<file path="config.mk">
export PLATFORM = sky130hd
export DESIGN_NAME = buzzer_beat_pattern_sequencer_core
export DESIGN_NICKNAME = d
export VERILOG_FILES = /design/src/bbps_pkg.sv /design/src/buzzer_beat_pattern_sequencer_core.sv /design/src/bbps_cfg_regs.sv /design/src/bbps_engine.sv
export SDC_FILE = /design/constraint.sdc
export NUM_CORES = 1
export LEC_CHECK = 0
export ABC_AREA = 1
export BUFFER_PORTS_ARGS = -buffer_cell sky130_fd_sc_hd__buf_4
export CORE_MARGIN = 10
export CORE_UTILIZATION = 35
export CTS_CLUSTER_DIAMETER = 60
export DETAILED_ROUTE_END_ITERATION = 16
export GPL_TIMING_DRIVEN = 0
export PLACE_DENSITY = 0.49
export SYNTH_ARGS = -nofsm -noshare
export SYNTH_HDL_FRONTEND = slang
export SYNTH_SLANG_ARGS = --single-unit
</file>
<file path="constraint.sdc">
create_clock -name clk -period 10.3 [get_ports clk]
set_input_delay 1.03 -clock clk [delete_from_list [all_inputs] [get_ports clk]]
set_output_delay 1.03 -clock clk [all_outputs]
set_load 0.05 [all_outputs]
</file>
<file path="src/bbps_pkg.sv">
// Package for the buzzer beat pattern sequencer: operation and pattern codes,
// register indexes, reset values, and the shared configuration and item types.
// No dependencies.
`timescale 1ns / 1ps

package bbps_pkg;

	localparam int TIME_WIDTH = 16;
	localparam int REG_WIDTH  = 16;
	localparam int EXT_WIDTH  = (TIME_WIDTH > REG_WIDTH) ? TIME_WIDTH : REG_WIDTH;
	localparam int NUM_REGS   = 5;
	localparam int IDX_WIDTH  = 3;

	localparam logic [1:0] OP_MS_TICK   = 2'd0;
	localparam logic [1:0] OP_SET       = 2'd1;
	localparam logic [1:0] OP_TONE_TICK = 2'd2;

	localparam logic [2:0] PAT_OFF  = 3'd0;
	localparam logic [2:0] PAT_BEEP = 3'd1;
	localparam logic [2:0] PAT_FAST = 3'd2;
	localparam logic [2:0] PAT_SLOW = 3'd3;
	localparam logic [2:0] PAT_ON   = 3'd4;

	localparam logic [IDX_WIDTH-1:0] REG_BEEP_ON   = 3'd0;
	localparam logic [IDX_WIDTH-1:0] REG_LEAK_ON   = 3'd1;
	localparam logic [IDX_WIDTH-1:0] REG_LEAK_OFF  = 3'd2;
	localparam logic [IDX_WIDTH-1:0] REG_BREAK_ON  = 3'd3;
	localparam logic [IDX_WIDTH-1:0] REG_BREAK_OFF = 3'd4;

	localparam logic [REG_WIDTH-1:0] BEEP_ON_RST   = 16'd100;
	localparam logic [REG_WIDTH-1:0] LEAK_ON_RST   = 16'd200;
	localparam logic [REG_WIDTH-1:0] LEAK_OFF_RST  = 16'd200;
	localparam logic [REG_WIDTH-1:0] BREAK_ON_RST  = 16'd500;
	localparam logic [REG_WIDTH-1:0] BREAK_OFF_RST = 16'd1500;

	typedef struct packed {
		logic [REG_WIDTH-1:0] beep_on;
		logic [REG_WIDTH-1:0] leak_on;
		logic [REG_WIDTH-1:0] leak_off;
		logic [REG_WIDTH-1:0] break_on;
		logic [REG_WIDTH-1:0] break_off;
	} bbps_cfg_t;

	typedef struct packed {
		logic       advance;
		logic [1:0] operation;
		logic [2:0] pattern;
	} bbps_item_t;

endpackage

</file>
<file path="src/buzzer_beat_pattern_sequencer_core.sv">
// Top level of the buzzer beat pattern sequencer: input register, handshake
// control, configuration registers and the pattern engine.
// Depends on bbps_pkg, bbps_cfg_regs and bbps_engine.
//
// Usage:
// Input channel in_valid/in_stall carries operation and pattern: a
// millisecond tick, a set-pattern command or a tone half-period tick.
// Output channel out_valid/out_stall returns one item per input item with
// pin_level, sounding, pattern_now and elapsed_ms after that item.
// An item is taken into the input register; its result is computed from it
// and held in the result register when the item advances. One item is
// accepted every cycle unless the receiver stalls, set by the single state
// update per cycle. While the receiver stalls, the result register holds and
// the input register holds one more item; in_stall rises once both are full.
// The user writes configuration registers through cfg_write/cfg_index/cfg_data
// only while the block is idle; the block does not enforce this. Indexes
// beyond the last register are ignored. Reset sets the engine state to pattern
// off, sound and pin low, elapsed time zero, and loads the default on/off times.
`timescale 1ns / 1ps

module buzzer_beat_pattern_sequencer_core import bbps_pkg::*; (
	input  logic                 clk,
	input  logic                 arst_n,
	input  logic                 in_valid,
	output logic                 in_stall,
	input  logic [1:0]           operation,
	input  logic [2:0]           pattern,
	output logic                 out_valid,
	input  logic                 out_stall,
	output logic                 pin_level,
	output logic                 sounding,
	output logic [2:0]           pattern_now,
	output logic [REG_WIDTH-1:0] elapsed_ms,
	input  logic                 cfg_write,
	input  logic [IDX_WIDTH-1:0] cfg_index,
	input  logic [REG_WIDTH-1:0] cfg_data
);

	logic       valid_s1;
	logic [1:0] op_s1;
	logic [2:0] pat_s1;
	logic       res_valid_q;
	logic       advance;
	bbps_cfg_t  cfg;
	bbps_item_t item;

	assign advance  = valid_s1 && (!res_valid_q || !out_stall);
	assign in_stall = valid_s1 && !advance;

	always_ff @(posedge clk or negedge arst_n) begin
		if (!arst_n) begin
			valid_s1    <= 1'b0;
			res_valid_q <= 1'b0;
		end else begin
			if (!in_stall) begin
				valid_s1 <= in_valid;
			end
			if (advance) begin
				res_valid_q <= 1'b1;
			end else if (!out_stall) begin
				res_valid_q <= 1'b0;
			end
		end
	end

	always_ff @(posedge clk) begin
		if (in_valid && !in_stall) begin
			op_s1  <= operation;
			pat_s1 <= pattern;
		end
	end

	assign item.advance   = advance;
	assign item.operation = op_s1;
	assign item.pattern   = pat_s1;
	assign out_valid      = res_valid_q;

	bbps_cfg_regs u_cfg (
		.clk       (clk),
		.arst_n    (arst_n),
		.cfg_write (cfg_write),
		.cfg_index (cfg_index),
		.cfg_data  (cfg_data),
		.cfg       (cfg)
	);

	bbps_engine u_engine (
		.clk         (clk),
		.arst_n      (arst_n),
		.cfg         (cfg),
		.item        (item),
		.pin_level   (pin_level),
		.sounding    (sounding),
		.pattern_now (pattern_now),
		.elapsed_ms  (elapsed_ms)
	);

endmodule

</file>
<file path="src/bbps_cfg_regs.sv">
// Configuration register file of the buzzer beat pattern sequencer.
// Depends on bbps_pkg.
`timescale 1ns / 1ps

module bbps_cfg_regs import bbps_pkg::*; (
	input  logic                 clk,
	input  logic                 arst_n,
	input  logic                 cfg_write,
	input  logic [IDX_WIDTH-1:0] cfg_index,
	input  logic [REG_WIDTH-1:0] cfg_data,
	output bbps_cfg_t            cfg
);

	bbps_cfg_t cfg_q;

	always_ff @(posedge clk or negedge arst_n) begin
		if (!arst_n) begin
			cfg_q.beep_on   <= BEEP_ON_RST;
			cfg_q.leak_on   <= LEAK_ON_RST;
			cfg_q.leak_off  <= LEAK_OFF_RST;
			cfg_q.break_on  <= BREAK_ON_RST;
			cfg_q.break_off <= BREAK_OFF_RST;
		end else if (cfg_write) begin
			case (cfg_index)
				REG_BEEP_ON:   cfg_q.beep_on   <= cfg_data;
				REG_LEAK_ON:   cfg_q.leak_on   <= cfg_data;
				REG_LEAK_OFF:  cfg_q.leak_off  <= cfg_data;
				REG_BREAK_ON:  cfg_q.break_on  <= cfg_data;
				REG_BREAK_OFF: cfg_q.break_off <= cfg_data;
				default: ;
			endcase
		end
	end

	assign cfg = cfg_q;

endmodule

</file>
<file path="src/bbps_engine.sv">
// Pattern state, next-state rule for one item, and the result register.
// Depends on bbps_pkg; configuration comes from bbps_cfg_regs.
`timescale 1ns / 1ps

module bbps_engine import bbps_pkg::*; (
	input  logic                 clk,
	input  logic                 arst_n,
	input  bbps_cfg_t            cfg,
	input  bbps_item_t           item,
	output logic                 pin_level,
	output logic                 sounding,
	output logic [2:0]           pattern_now,
	output logic [REG_WIDTH-1:0] elapsed_ms
);

	localparam logic [TIME_WIDTH-1:0] TIME_MAX = {TIME_WIDTH{1'b1}};
	localparam logic [EXT_WIDTH-1:0]  OUT_MAX  = EXT_WIDTH'({REG_WIDTH{1'b1}});

	logic [2:0]            pat_q,   pat_d;
	logic                  sound_q, sound_d;
	logic [TIME_WIDTH-1:0] elap_q,  elap_d;
	logic                  bfin_q,  bfin_d;
	logic                  drive_q, drive_d;

	logic [TIME_WIDTH-1:0] elap_inc;
	logic [EXT_WIDTH-1:0]  elap_ext, elap_d_ext, on_lim, off_lim, beep_lim;

	assign elap_inc = (elap_q == TIME_MAX) ? elap_q : elap_q + 1'b1;
	assign elap_ext = EXT_WIDTH'(elap_inc);
	assign beep_lim = EXT_WIDTH'(cfg.beep_on);
	assign on_lim   = EXT_WIDTH'((pat_q == PAT_FAST) ? cfg.leak_on : cfg.break_on);
	assign off_lim  = EXT_WIDTH'((pat_q == PAT_FAST) ? cfg.leak_off : cfg.break_off);

	always_comb begin
		pat_d   = pat_q;
		sound_d = sound_q;
		elap_d  = elap_q;
		bfin_d  = bfin_q;
		drive_d = drive_q;
		case (item.operation)
			OP_MS_TICK: begin
				elap_d = elap_inc;
				case (pat_q)
					PAT_OFF: begin
						sound_d = 1'b0;
						drive_d = sound_q ? 1'b0 : drive_q;
					end
					PAT_ON: sound_d = 1'b1;
					PAT_BEEP: begin
						if (!bfin_q && sound_q && elap_ext >= beep_lim) begin
							sound_d = 1'b0;
							drive_d = 1'b0;
							bfin_d  = 1'b1;
							pat_d   = PAT_OFF;
						end
					end
					PAT_FAST, PAT_SLOW: begin
						if (sound_q && elap_ext >= on_lim) begin
							sound_d = 1'b0;
							drive_d = 1'b0;
							elap_d  = '0;
						end else if (!sound_q && elap_ext >= off_lim) begin
							sound_d = 1'b1;
							elap_d  = '0;
						end
					end
					default: ;
				endcase
			end
			OP_SET: begin
				if (item.pattern <= PAT_ON && item.pattern != pat_q) begin
					pat_d  = item.pattern;
					elap_d = '0;
					bfin_d = 1'b0;
					if (item.pattern == PAT_OFF) begin
						sound_d = 1'b0;
						drive_d = 1'b0;
					end else begin
						sound_d = 1'b1;
					end
				end
			end
			OP_TONE_TICK: drive_d = sound_q ? ~drive_q : drive_q;
			default: ;
		endcase
	end

	assign elap_d_ext = EXT_WIDTH'(elap_d);

	always_ff @(posedge clk or negedge arst_n) begin
		if (!arst_n) begin
			pat_q   <= PAT_OFF;
			sound_q <= 1'b0;
			elap_q  <= '0;
			bfin_q  <= 1'b0;
			drive_q <= 1'b0;
		end else if (item.advance) begin
			pat_q   <= pat_d;
			sound_q <= sound_d;
			elap_q  <= elap_d;
			bfin_q  <= bfin_d;
			drive_q <= drive_d;
		end
	end

	always_ff @(posedge clk) begin
		if (item.advance) begin
			pin_level   <= drive_d;
			sounding    <= sound_d;
			pattern_now <= pat_d;
			elapsed_ms  <= (elap_d_ext > OUT_MAX) ? {REG_WIDTH{1'b1}} : elap_d_ext[REG_WIDTH-1:0];
		end
	end

endmodule

</file>
# Word-level counts from Yosys, hierarchy flattened
# Cells that the tools add are included.
# totals
register_bits,130
in_bits,29
out_inout_bits,23
# op_classes
n_addsub,1
n_lt_le_gt_ge,5
n_eq_ne,16
mux,33
n_bitwise,1
reduce_logical,27
# op_table
operator,count
16-bit two-way mux,7
16-bit >= comparator,3
16-bit one-hot mux with 2 select lines,1
16-bit by 1-bit adder with 16-bit output (second input constant),1
16-bit == test (second input constant),1
16-bit greater-than comparator (second input constant),1
1-bit two-way mux,16
3-bit by 2-bit == test with 1-bit output (second input constant),4
2-bit AND reduction,5
3-bit logical NOT,3
3-bit two-way mux,3
1-bit logical AND,8
3-bit by 1-bit == test with 1-bit output (second input constant),2
3-bit == test (second input constant),2
1-bit logical NOT,6
2-bit by 1-bit inequality test with 1-bit output (second input constant),3
1-bit one-hot mux with 3 select lines,2
3-bit one-hot mux with 2 select lines,1
5-bit AND reduction,1
1-bit one-hot mux with 2 select lines,2
1-bit one-hot mux with 4 select lines,1
3-bit <= comparator (second input constant),1
3-bit inequality test,1
2-bit by 1-bit == test with 1-bit output (second input constant),1
other kinds (7),7

# Longest topological paths before layout
# Gate-level depths: netlist (run 1).
# logic_depth
depth_word,9
mapped_depth,26
depth_no_buf,25

# By module
# From an unflattened synthesis (run 1), not the netlist that was laid out.
# hier_totals
cells_unflattened,848
hier_area_um2,7317.0
# by_module_without_submodules
mod,instances,cells_each,area_per_inst_um2
bbps_engine,1,475,3799.9
bbps_cfg_regs,1,356,3271.9
buzzer_beat_pattern_sequencer_core,1,17,245.2

# Least setup slack after synthesis (run 1)
# No wires, ideal clock.
# synth_timing
path_type,flip-flop to flip-flop
startpoint,register u_engine.elap_q[0]
endpoint,register u_engine.elapsed_ms[15] (data pin)
setup_ns,0.152
arrival_time_ns,3.272
t_required_ns,10.148
setup_slack_ns,6.876
stages_incl_launch_ff,23
n_path_buf,1
synth_period_minus_slack_ns,3.424
path_cell_list,dfrtp_1 > ha_1 > inv_1 > nor2_1 > nand2_1 > nor2_1 > nor4_2 > nand3_1 > nor2_1 > xor2_1 > ha_1 > a21oi_1 > o21ai_0 > nand3_1 > a21oi_1 > a211oi_1 > nand2_1 > nand2_1 > nand2_2 > a21oi_4 > buf_6 > nand2_1 > o21ai_0
# synth_via
elab_chain_len,9
# synth_lines
element,line_no,rtl
start: declaration,bbps_engine.sv:21,"logic [TIME_WIDTH-1:0] elap_q, elap_d;"
start signal: assignment,bbps_engine.sv:100,elap_q <= elap_d;
16-bit by 1-bit adder with 16-bit output / 16-bit == test (equally long branches),bbps_engine.sv:28,assign elap_inc = (elap_q == TIME_MAX) ? elap_q : elap_q + 1'b1;
16-bit two-way mux *,bbps_engine.sv:28,
16-bit >= comparator,bbps_engine.sv:62,end else if (!sound_q && elap_ext >= off_lim) begin
1-bit logical AND,bbps_engine.sv:62,
16-bit two-way mux,bbps_engine.sv:62,
16-bit two-way mux,bbps_engine.sv:58,if (sound_q && elap_ext >= on_lim) begin
16-bit two-way mux *,bbps_engine.sv:43,case (pat_q)
16-bit one-hot mux with 2 select lines *,bbps_engine.sv:40,case (item.operation)
net u_engine.elap_d[15],bbps_engine.sv:21,
16-bit greater-than comparator,bbps_engine.sv:111,elapsed_ms <= (elap_d_ext > OUT_MAX) ? {REG_WIDTH{1'b1}} : elap_d_ext[REG_WIDTH-1:0];
end signal: assignment,bbps_engine.sv:111,
end: declaration,bbps_engine.sv:13,output logic [REG_WIDTH-1:0] elapsed_ms
# Mark *: on every way through the listed nets, which the timed path passes. The rest lies on a longest branch.
# A chain may end at the register's enable or synchronous reset.

# Worst setup path in the final report (run 1)
# Ends and elaborated chain as after synthesis.

==> key figures, run 1 <==
Global route
  – GRT overflow: 0
  – Pin count of the biggest net entering global routing: 105
  – Number of global-route vias before repair: 5,677
  – Tot GR Track Use: 14.1%
  – Global-route wire length before repair: 28,900 µm
  – Initial antenna violation count: 0

Critical path
  – Critical Path AT: 4.84 ns
  – Worst r2r dst: u_engine.elapsed_ms[15]
  – Crit-path max FO: 10
  – CP required: 10.53 ns
  – Worst Reg2Reg Path Length in Cells: 21
  – CP Class: flip-flop to flip-flop
  – Crit. End Element: flip-flop
  – Critical Path Start Type: flip-flop
  – Worst flop-to-flop path startpoint: u_engine.elap_q[0]
  – R2R Setup Slk: 5.69 ns

Cells and area
  – Cell area after layout: 8300 µm²
  – Layout cells sized above 1: 15.5%
  – Final core utilization: 42.8%
  – Fin cells: 1,111
  – Layout fillers: 1,937
  – Nets: 909
  – Synth-to-layout area growth: 20.7%
  – Inserted Diodes: 0

CTS
  – Clk buf depth: 2
  – Htree depth: 4
  – Clock-pin slew on the worst setup and hold paths: 0.06 ns
  – Worst-Skew Late Latency: 0.42 ns
  – CTS Hold Buffers Added: 0
  – CTS Buf Count: 17
  – Clk sink count: 130
  – Root buffer cell: clkbuf_16
  – Post-CTS Setup Bufs: 0
  – CTS tree: built
  – Cts repair resizes: 0

Floorplan
  – Die span in x: 160 µm
  – Die Area: 25,700 µm²
  – Starting Density: 35.4%
  – Row cnt: 51
  – IO Pins: 52
  – Core area: 19,400 µm²
  – Die Y: 160 µm

Logic synthesis
  – Syn Area/Cell: 9.02 µm²
  – Seq/Total Area, Yosys: 49.6%
  – EDFF count, synth: 26
  – Area leader, netlist: dfrtp_1
  – Top cells by area, synth: dfrtp_1 (30%), edfxtp_1 (11%), nand2_1 (9.7%), ha_1 (8.6%), dfstp_2 (8.4%)
  – Syn_nets: 838
  – Async set-reset flop share out of synthesis: 80.0%
  – Top_reg_cell synth: dfrtp_1
  – Count leader, synth: nand2_1
  – Synthesized area: 6880 µm²
  – Post-synth top area share: 29.8%
  – Synth Register Bits: 130
  – Most instantiated cells after synthesis: nand2_1 (178), o21ai_0 (104), inv_1 (83), dfrtp_1 (82), ha_1 (47)
  – Yosys cell types: 37
  – Cells after Synth: 762
  – Ys Warns: 0

Timing
  – Rel. slew slack: 36.2%
  – Period utilization: 44.7%
  – Pins Over Slew Limit: 0
  – Clk_skew: 0.00846 ns
  – Max Freq: 217 MHz
  – RSZ-0062 raised after global routing: no
  – Final Hold Fails: 0
  – Setup violators final: 0
  – Final setup TNS: 0 ns
  – Worst Max-Slew Pin Slew: 0.951 ns
  – Tmin final: 4.61 ns

Run status
  – Outcome: finished, final reports clean

Detailed routing
  – Top Metal Used: met4
  – WL met2: 8460 µm
  – DRC: 0
  – Number of vias per cell: 4.86
  – Initial DRT Pass Iterations: 4
  – Initial DRC Count: 192
  – Post-DR wirelength/cell: 15.8 µm
  – Vias: 5,397
  – M1 WL: 8130 µm
  – Metal3 WL: 675 µm
  – Drt total wl: 17,500 µm
  – Final ANT Viol Nets: 0

Place
  – DP HPWL: 13,300 µm
  – Buffers on Ports: 51
  – Dpl cell area: 7590 µm²
  – GP Congestion: 0.871
  – Placed cells: 1,078

Pwr
  – Psw: 0.831 mW
  – Int Pwr: 1.42 mW
  – Clock power frac: 30.7%
  – VDD IR max: 0.113 mV
  – Logic pwr share: 36.3%
  – Total power per unit cell area: 272 nW/µm²
  – Sw Ratio: 36.9%
  – Reg power frac: 33.1%
  – Static Leak: 4.04 nW
  – Total power: 2.25 mW

Worst hold path
  – Min-delay worst type: input pin to async pin

Job
  – Max-cap violations: 0
## state kept, by name, summed over array words and instances (netlist names)
signal and flops:
u_engine.sounding 1, u_engine.elap_q 16, u_engine.sound_q 1, u_engine.pat_q 3, out_valid 1, u_engine.pattern_now 3, valid_s1 1, u_engine.drive_q 1
u_cfg.cfg 80, op_s1 2, u_engine.elapsed_ms 16, u_engine.bfin_q 1, u_engine.pin_level 1, pat_s1 3
## cells in the final DEF, fill, tap and decap left out, drive strengths merged
| cell type | instances |
|---|---|
| a211oi | 5 |
| a21boi | 1 |
| a21oi | 34 |
| a31oi | 1 |
| buf | 57 |
| bufinv | 5 |
| clkbuf | 39 |
| clkinv | 4 |
| clkinvlp | 1 |
| dfrtp | 82 |
| dfstp | 22 |
| edfxtp | 26 |
| ha | 47 |
| inv | 87 |
| mux2i | 30 |
| nand2 | 189 |
| nand3 | 21 |
| nand3b | 1 |
| nand4 | 2 |
| nor2 | 40 |
| nor3 | 10 |
| nor4 | 1 |
| o21a | 1 |
| o21ai | 106 |
| o221a | 2 |
| o22ai | 17 |
| o31ai | 1 |
| o41ai | 1 |
| xor2 | 13 |
## per-stage QoR
stage	hold slack, ns	worst slack, ns
after floorplan	0.448	6.88
after global placement	0.462	5.73
after detailed placement	0.473	5.70
after CTS	0.488	5.63
after global routing	0.419	5.15
final	0.426	5.69
## worst max-delay path: stages (launching register included)
cell and delay, ns:
dfrtp_1 0.42, ha_1 0.23, inv_1 0.09, nor2_1 0.05
nand2_1 0.15, nor2_1 0.15, nor4_2 0.34, nand3_1 0.19
nor2_1 0.28, a31oi_1 0.17, a21oi_1 0.49, ha_1 0.36
a21oi_1 0.15, a21oi_1 0.08, a211oi_1 0.22, nand2_1 0.18
nand2_1 0.12, nand2_2 0.07, a21oi_4 0.23, buf_6 0.21
nand2_1 0.09, o21ai_0 0.15
## worst max-delay path by stage
stage	start	endpoint	slack (ns)	depth (start not counted)
6_report	u_engine.elap_q[0]	u_engine.elapsed_ms[15]	5.69	21
5_1_grt	u_engine.elap_q[0]	u_engine.elapsed_ms[15]	5.15	21
4_1_cts	u_engine.elap_q[0]	u_engine.elapsed_ms[15]	5.63	21
3_5_place_dp	u_engine.elap_q[0]	u_engine.elapsed_ms[15]	5.70	22
3_3_place_gp	u_engine.elap_q[0]	u_engine.elapsed_ms[15]	5.73	22
2_1_floorplan	u_engine.elap_q[0]	u_engine.elapsed_ms[15]	6.88	22
## metal layers
metal,vias to the layer above,track usage (%)
met5,-,0
li1,2698,-
met2,88,23.5
met1,2593,17.3
met3,18,3.47
met4,0,4.97
## area by class of cell
type	count	area (µm²)	share of cell area, %
Tap cell	265	332	4.00
Sequential cell	130	3410	41.1
Multi-Input combinational cell	523	3050	36.7
Clock inverter	12	198	2.38
Clock buffer	20	478	5.76
Timing Repair Buffer	52	414	4.99
Inverter	85	319	3.84
Buffer	24	101	1.22
## power by group through the flow
stage	clock [mW]	sequential (mW)	combinational, mW
3_5_place_dp	0	0.751	0.826
2_1_floorplan	0	0.798	0.537
4_1_cts	0.707	0.744	0.831
3_3_place_gp	0	0.749	0.803
5_1_grt	0.725	0.760	0.941
6_report	0.691	0.745	0.817
## cells by family after synthesis
kind of cell / count (synthesis) / share of synthesized area (%)
simple gates: 264 / 16.0
compound gates: 169 / 13.7
flops: 130 / 49.6
buf+inv: 109 / 6.11
fa+ha+maj: 47 / 8.55
mux: 30 / 4.37
xor+xnor: 13 / 1.66
(Power assumes the default switching activity.)
==> run 2: changes to the inputs <==
clock period = 4.5 ns   (was 10.3 ns; I/O delays follow)
==> run 2 against run 1 <==
First-iteration DRC count up 13%. Wire length is 1.6% higher. Critical path depth is 2 higher. Sequential power grew 130%. Combinational power up 140%. Global-route usage about the same. Highest routed layer unchanged. Sequential share of layout area fell by 0.74 points.
==> key figures, run 2 (synthesis results as in run 1) <==
Cells and area
  – Cell area after layout: 8450 µm²
  – Inserted Diodes: 0
  – Most common cell after layout, fill and taps aside: nand2_1
  – Nets: 918
  – Layout fillers: 1,926
  – Fin cells: 1,120
  – Most frequent cells in the layout: nand2_1 (177), o21ai_0 (104), inv_1 (83)
  – Max FFs per register: 80
  – Layout cells sized above 1: 17.3%
  – Synth-to-layout area growth: 22.9%
  – Area of the multi-input gates: 3110 µm²
  – FF+latch area: 3410 µm²

Place
  – Buffers on Ports: 51
  – Dpl cell area: 7590 µm²
  – Placed cells: 1,078
  – GP Congestion: 0.871
  – DP HPWL: 13,300 µm

Detailed routing
  – DRC: 0
  – Initial DRC Count: 216
  – Number of vias per cell: 4.87
  – Final ANT Viol Nets: 0
  – Vias: 5,452
  – Initial DRT Pass Iterations: 4
  – Drt total wl: 17,800 µm
  – Post-DR wirelength/cell: 15.9 µm

Timing
  – Max Freq: 243 MHz
  – Fin Hold WS: 0.194 ns
  – Worst Max-Slew Pin Slew: 0.958 ns
  – Rel. slew slack: 35.7%
  – Final Hold Fails: 0
  – Clk_skew: 0.00864 ns
  – Period utilization: 91.5%
  – Tmin final: 4.12 ns
  – Pins Over Slew Limit: 0
  – RSZ-0062 raised after global routing: no
  – Setup violators final: 0
  – Final setup TNS: 0 ns

CTS
  – CTS tree: built
  – Htree depth: 4
  – CTS Buf Count: 17
  – Clock-pin slew on the worst setup and hold paths: 0.06 ns
  – Root buffer cell: clkbuf_16
  – Clk buf depth: 2
  – Worst-Skew Late Latency: 0.43 ns
  – Clk sink count: 130

Critical path
  – Critical Path AT: 4.35 ns
  – CP Class: flip-flop to flip-flop
  – Crit-path max FO: 10
  – Worst Reg2Reg Path Length in Cells: 23
  – CP dominant cell by count: nand2_1
  – R2R Setup Slk: 0.38 ns
  – Worst r2r dst: u_engine.elapsed_ms[15]
  – Crit path buffers/inverters: 3
  – Crit. End Element: flip-flop
  – CP required: 4.73 ns
  – Worst flop-to-flop path startpoint: u_engine.elap_q[0]
  – Crit-path cells: ha_1 -> inv_1 -> nor2_1 -> nand2_1 -> nor2_2 -> nor4_4 -> nand3_2 -> nor2_4 -> buf_12 -> xor2_4 -> ha_1 -> a21oi_1 -> o21ai_0 -> nand3_1 -> a21oi_1 -> a211oi_2 -> nand2_2 -> nand2_1 -> nand2_2 -> a21oi_4 -> buf_6 -> nand2_1 -> o21ai_0
  – Slowest stage delay, CP: 0.42 ns
  – Crit path max-delay family: simple AND/OR/NAND/NOR gates
  – Critical path's slowest cell: dfrtp_1
  – Critical Path Start Type: flip-flop

Floorplan
  – Die Y: 160 µm
  – Die Area: 25,700 µm²
  – Row cnt: 51
  – Starting Density: 35.4%
  – IO Pins: 52
  – Die span in x: 160 µm
  – Core area: 19,400 µm²

Global route
  – GRT overflow: 0
  – Pin count of the biggest net entering global routing: 105
  – Tot GR Track Use: 14.1%
  – Global-route wire length before repair: 29,000 µm
  – Initial antenna violation count: 0
  – Number of global-route vias before repair: 5,695

Run status
  – Outcome: finished, final reports clean

Job
  – Max-cap violations: 0

Worst hold path
  – Worst Hold Launch: pattern[0]
  – Hold Crit Endpoint: pat_s1[0]
  – Min-delay worst type: input pin to flip-flop
  – Worst hold stages: 1

Pwr
  – Total power per unit cell area: 619 nW/µm²
  – VDD IR max: 0.263 mV
  – Static Leak: 4.09 nW
  – Total power: 5.23 mW
==> run 2: cell count changes in the layout (fill, tap and decap cells not counted), moves of 2 or more <==
cell | before | now
nor2_1 | 38 | 36
xor2_1 | 13 | 10
xor2_2 | 0 | 2
buf_4 | 51 | 58
==> run 2: through the flow <==
stage,util [%],worst slack [ns]
floorplan,-,1.08
global placement,39.1,-0.0705
detailed placement,39.1,-0.0984
CTS,42.7,0.0412
global route,43.6,0.0847
finish,43.6,0.382
==> run 2: area by class of cell <==
class	count	share of cell area, %
Timing Repair Buffer	61	5.88
Clock buffer	20	5.66
Clock inverter	12	2.34
Inverter	85	3.78
Tap cell	265	3.92
Buffer	24	1.20
Multi-Input combinational cell	523	36.9
Sequential cell	130	40.4
==> run 2: power by group <==
group	total [mW]	switching, mW	internal (mW)
sequential	1.71	0.186	1.52
clock	1.59	0.541	1.05
combinational	1.94	1.21	0.723
total	5.23	1.94	3.29
==> run 2: timing repair <==
action	4_1_cts	5_1_grt
hold buffers	0	1
gates resized for setup	3	9
hold endpoints to repair	0	14
endpoints found under the setup margin	17	33
setup buffers	0	8
pin swaps	0	5
==> run 2: worst max path at each step <==
stage	from	endpoint	slack, ns	depth (start not counted)
final	u_engine.elap_q[0]	u_engine.elapsed_ms[15]	0.38	23
after global routing	u_engine.elap_q[0]	u_engine.elapsed_ms[15]	0.08	23
after CTS	u_engine.elap_q[0]	u_engine.elapsed_ms[15]	0.04	22
after detailed placement	u_engine.elap_q[0]	u_engine.elapsed_ms[15]	-0.1	22
after global placement	u_engine.elap_q[0]	u_engine.elapsed_ms[15]	-0.07	22
after floorplan	u_engine.elap_q[0]	u_engine.elapsed_ms[3]	1.08	22
==> run 2: metal layers <==
metal	GRT usage [%]	routed length, µm	vias to the layer above	share of wire (%)
li1	-	-	2706	-
met1	17.3	8250	2613	46
met2	23.5	8580	110	48
met3	3.47	665	23	3.7
met4	4.97	306	0	1.7
met5	0	0	-	0
==> run 3: changes to the inputs <==
PLACE_DENSITY = not set   (was 0.49)
==> run 3 against run 2 <==
Wire length is 3.7% lower. Global-route usage shrank 0.68 points. Clock-buffer cell count rose by 2. Combinational power down 4%. Cell area fell by 2.1%. Non-clock buffer count shrank 8. Total power fell by 5.4%. Utilization down 0.92 points. Sequential power about the same. Via count is 0.17% lower. First-iteration DRC count grew 44%. Critical endpoint unchanged. Largest cell class unchanged.
==> key figures, run 3 (synthesis results as in run 1) <==
Run status
  – Outcome: finished, final reports clean

Cells and area
  – Synth-to-layout area growth: 20.3%
  – Max FFs per register: 80
  – Cell area after layout: 8270 µm²
  – Most frequent cells in the layout: nand2_1 (178), o21ai_0 (104), inv_1 (83)
  – Final core utilization: 42.6%
  – Layout fillers: 1,985
  – Layout cells sized above 1: 15.8%
  – Nets: 910
  – Inserted Diodes: 0
  – Most common cell after layout, fill and taps aside: nand2_1

CTS
  – Htree depth: 4
  – Clk buf depth: 2
  – Root buffer cell: clkbuf_16
  – CTS Buf Count: 17
  – Clock-pin slew on the worst setup and hold paths: 0.06 ns
  – Clk sink count: 130
  – Post-CTS Setup Bufs: 0
  – CTS tree: built
  – Worst-Skew Late Latency: 0.44 ns

Floorplan
  – Core area: 19,400 µm²
  – Die Area: 25,700 µm²
  – Starting Density: 35.4%
  – Row cnt: 51
  – Die Y: 160 µm
  – Die span in x: 160 µm
  – IO Pins: 52

Timing
  – Period utilization: 94.0%
  – Clk_skew: 0.0107 ns
  – Final setup TNS: 0 ns
  – RSZ-0062 raised after global routing: no
  – Tmin final: 4.23 ns
  – Final Hold Fails: 0
  – Rel. slew slack: 36.4%
  – Max Freq: 236 MHz
  – Pins Over Slew Limit: 0
  – Fin Hold WS: 0.195 ns
  – Worst Max-Slew Pin Slew: 0.948 ns
  – Worst Slack Setup Final: 0.271 ns
  – Setup violators final: 0

Global route
  – Global-route wire length before repair: 27,800 µm
  – GRT overflow: 0
  – Pin count of the biggest net entering global routing: 105
  – Initial antenna violation count: 0
  – Number of global-route vias before repair: 5,424
  – Tot GR Track Use: 13.4%

Job
  – Max-cap violations: 0

Place
  – GP Congestion: 0.837
  – Dpl cell area: 7590 µm²
  – Pre-CTS setup slack: -0.0131 ns
  – DP HPWL: 12,400 µm
  – Buffers on Ports: 51

Detailed routing
  – DRC: 0
  – Initial DRC Count: 311
  – Final ANT Viol Nets: 0
  – Post-DR wirelength/cell: 15.4 µm
  – Vias: 5,443
  – Number of vias per cell: 4.89
  – Drt total wl: 17,100 µm
  – Initial DRT Pass Iterations: 5

Critical path
  – CP required: 4.71 ns
  – Critical Path AT: 4.44 ns
  – Crit. End Element: flip-flop
  – Critical Path Start Type: flip-flop
  – CP Class: flip-flop to flip-flop
  – Crit-path max FO: 10

Pwr
  – Total power per unit cell area: 599 nW/µm²
  – Static Leak: 4.00 nW
  – VDD IR max: 0.310 mV

Worst hold path
  – Min-delay worst type: input pin to flip-flop
[run 3: worst paths after layout]
kind,from,endpoint,slack [ns],cells after the start
worst min register to register,valid_s1,out_valid,0.48,2
worst max register to register,u_engine.elap_q[0],u_engine.elapsed_ms[15],0.27,21
max in group asynchronous,arst_n,u_cfg.cfg[4],3.38,3
worst max-delay path,u_engine.elap_q[0],u_engine.elapsed_ms[15],0.27,21
worst min-delay path,operation[1],op_s1[1],0.20,1
min in group asynchronous,arst_n,out_valid,0.41,2
[run 3: metrics by stage]
| step | power, mW | instances |
|---|---|---|
| 2_1_floorplan | 3.06 | 762 |
| 3_3_place_gp | 3.53 | 1078 |
| 3_5_place_dp | 3.57 | 1078 |
| 4_1_cts | 4.97 | 1110 |
| 5_1_grt | 5.33 | 1112 |
| 6_report | 4.95 | 1112 |
[run 3: worst max-delay path: stages, from the launching register on]
cell	delay, ns
dfrtp_1	0.41
ha_1	0.22
inv_1	0.09
nor2_1	0.06
nand2_1	0.15
nor2_2	0.12
nor4_4	0.23
nand3_1	0.22
nor2_4	0.22
a31oi_1	0.14
a21oi_2	0.26
ha_1	0.31
a21oi_1	0.16
a21oi_1	0.08
a211oi_1	0.26
nand2_1	0.19
nand2_1	0.11
nand2_2	0.06
a21oi_4	0.24
buf_6	0.21
nand2_1	0.09
o21ai_0	0.17
[run 3: power by group]
| part | total, mW | switching [mW] | internal [mW] |
|---|---|---|---|
| Sequential | 1.70 | 0.181 | 1.52 |
| Clock | 1.38 | 0.544 | 0.839 |
| Combinational | 1.87 | 1.17 | 0.694 |
[run 3: what timing repair did]
action,4_1_cts,5_1_grt
hold buffers,0,1
endpoints found under the setup margin,2,30
hold endpoints to repair,0,13
gates resized for setup,2,6
[run 3: layout make-up]
class                           instances  area, µm²  area share (%)
Sequential cell                       130       3410            41.2
Inverter                               85        319            3.86
Clock inverter                         10       93.8            1.13
Multi-Input combinational cell        523       3090            37.4
Tap cell                              265        332            4.01
Timing Repair Buffer                   53        424            5.13
Clock buffer                           22        495            5.99
Buffer                                 24        101            1.23
[run 3: layer usage]
metal | routed length, µm | vias up | track usage, %
met2 | 7830 | 100 | 21.2
met5 | 0 | - | 0
met4 | 191 | 0 | 3.84
li1 | - | 2696 | -
met3 | 776 | 20 | 3.78
met1 | 8350 | 2627 | 17.5
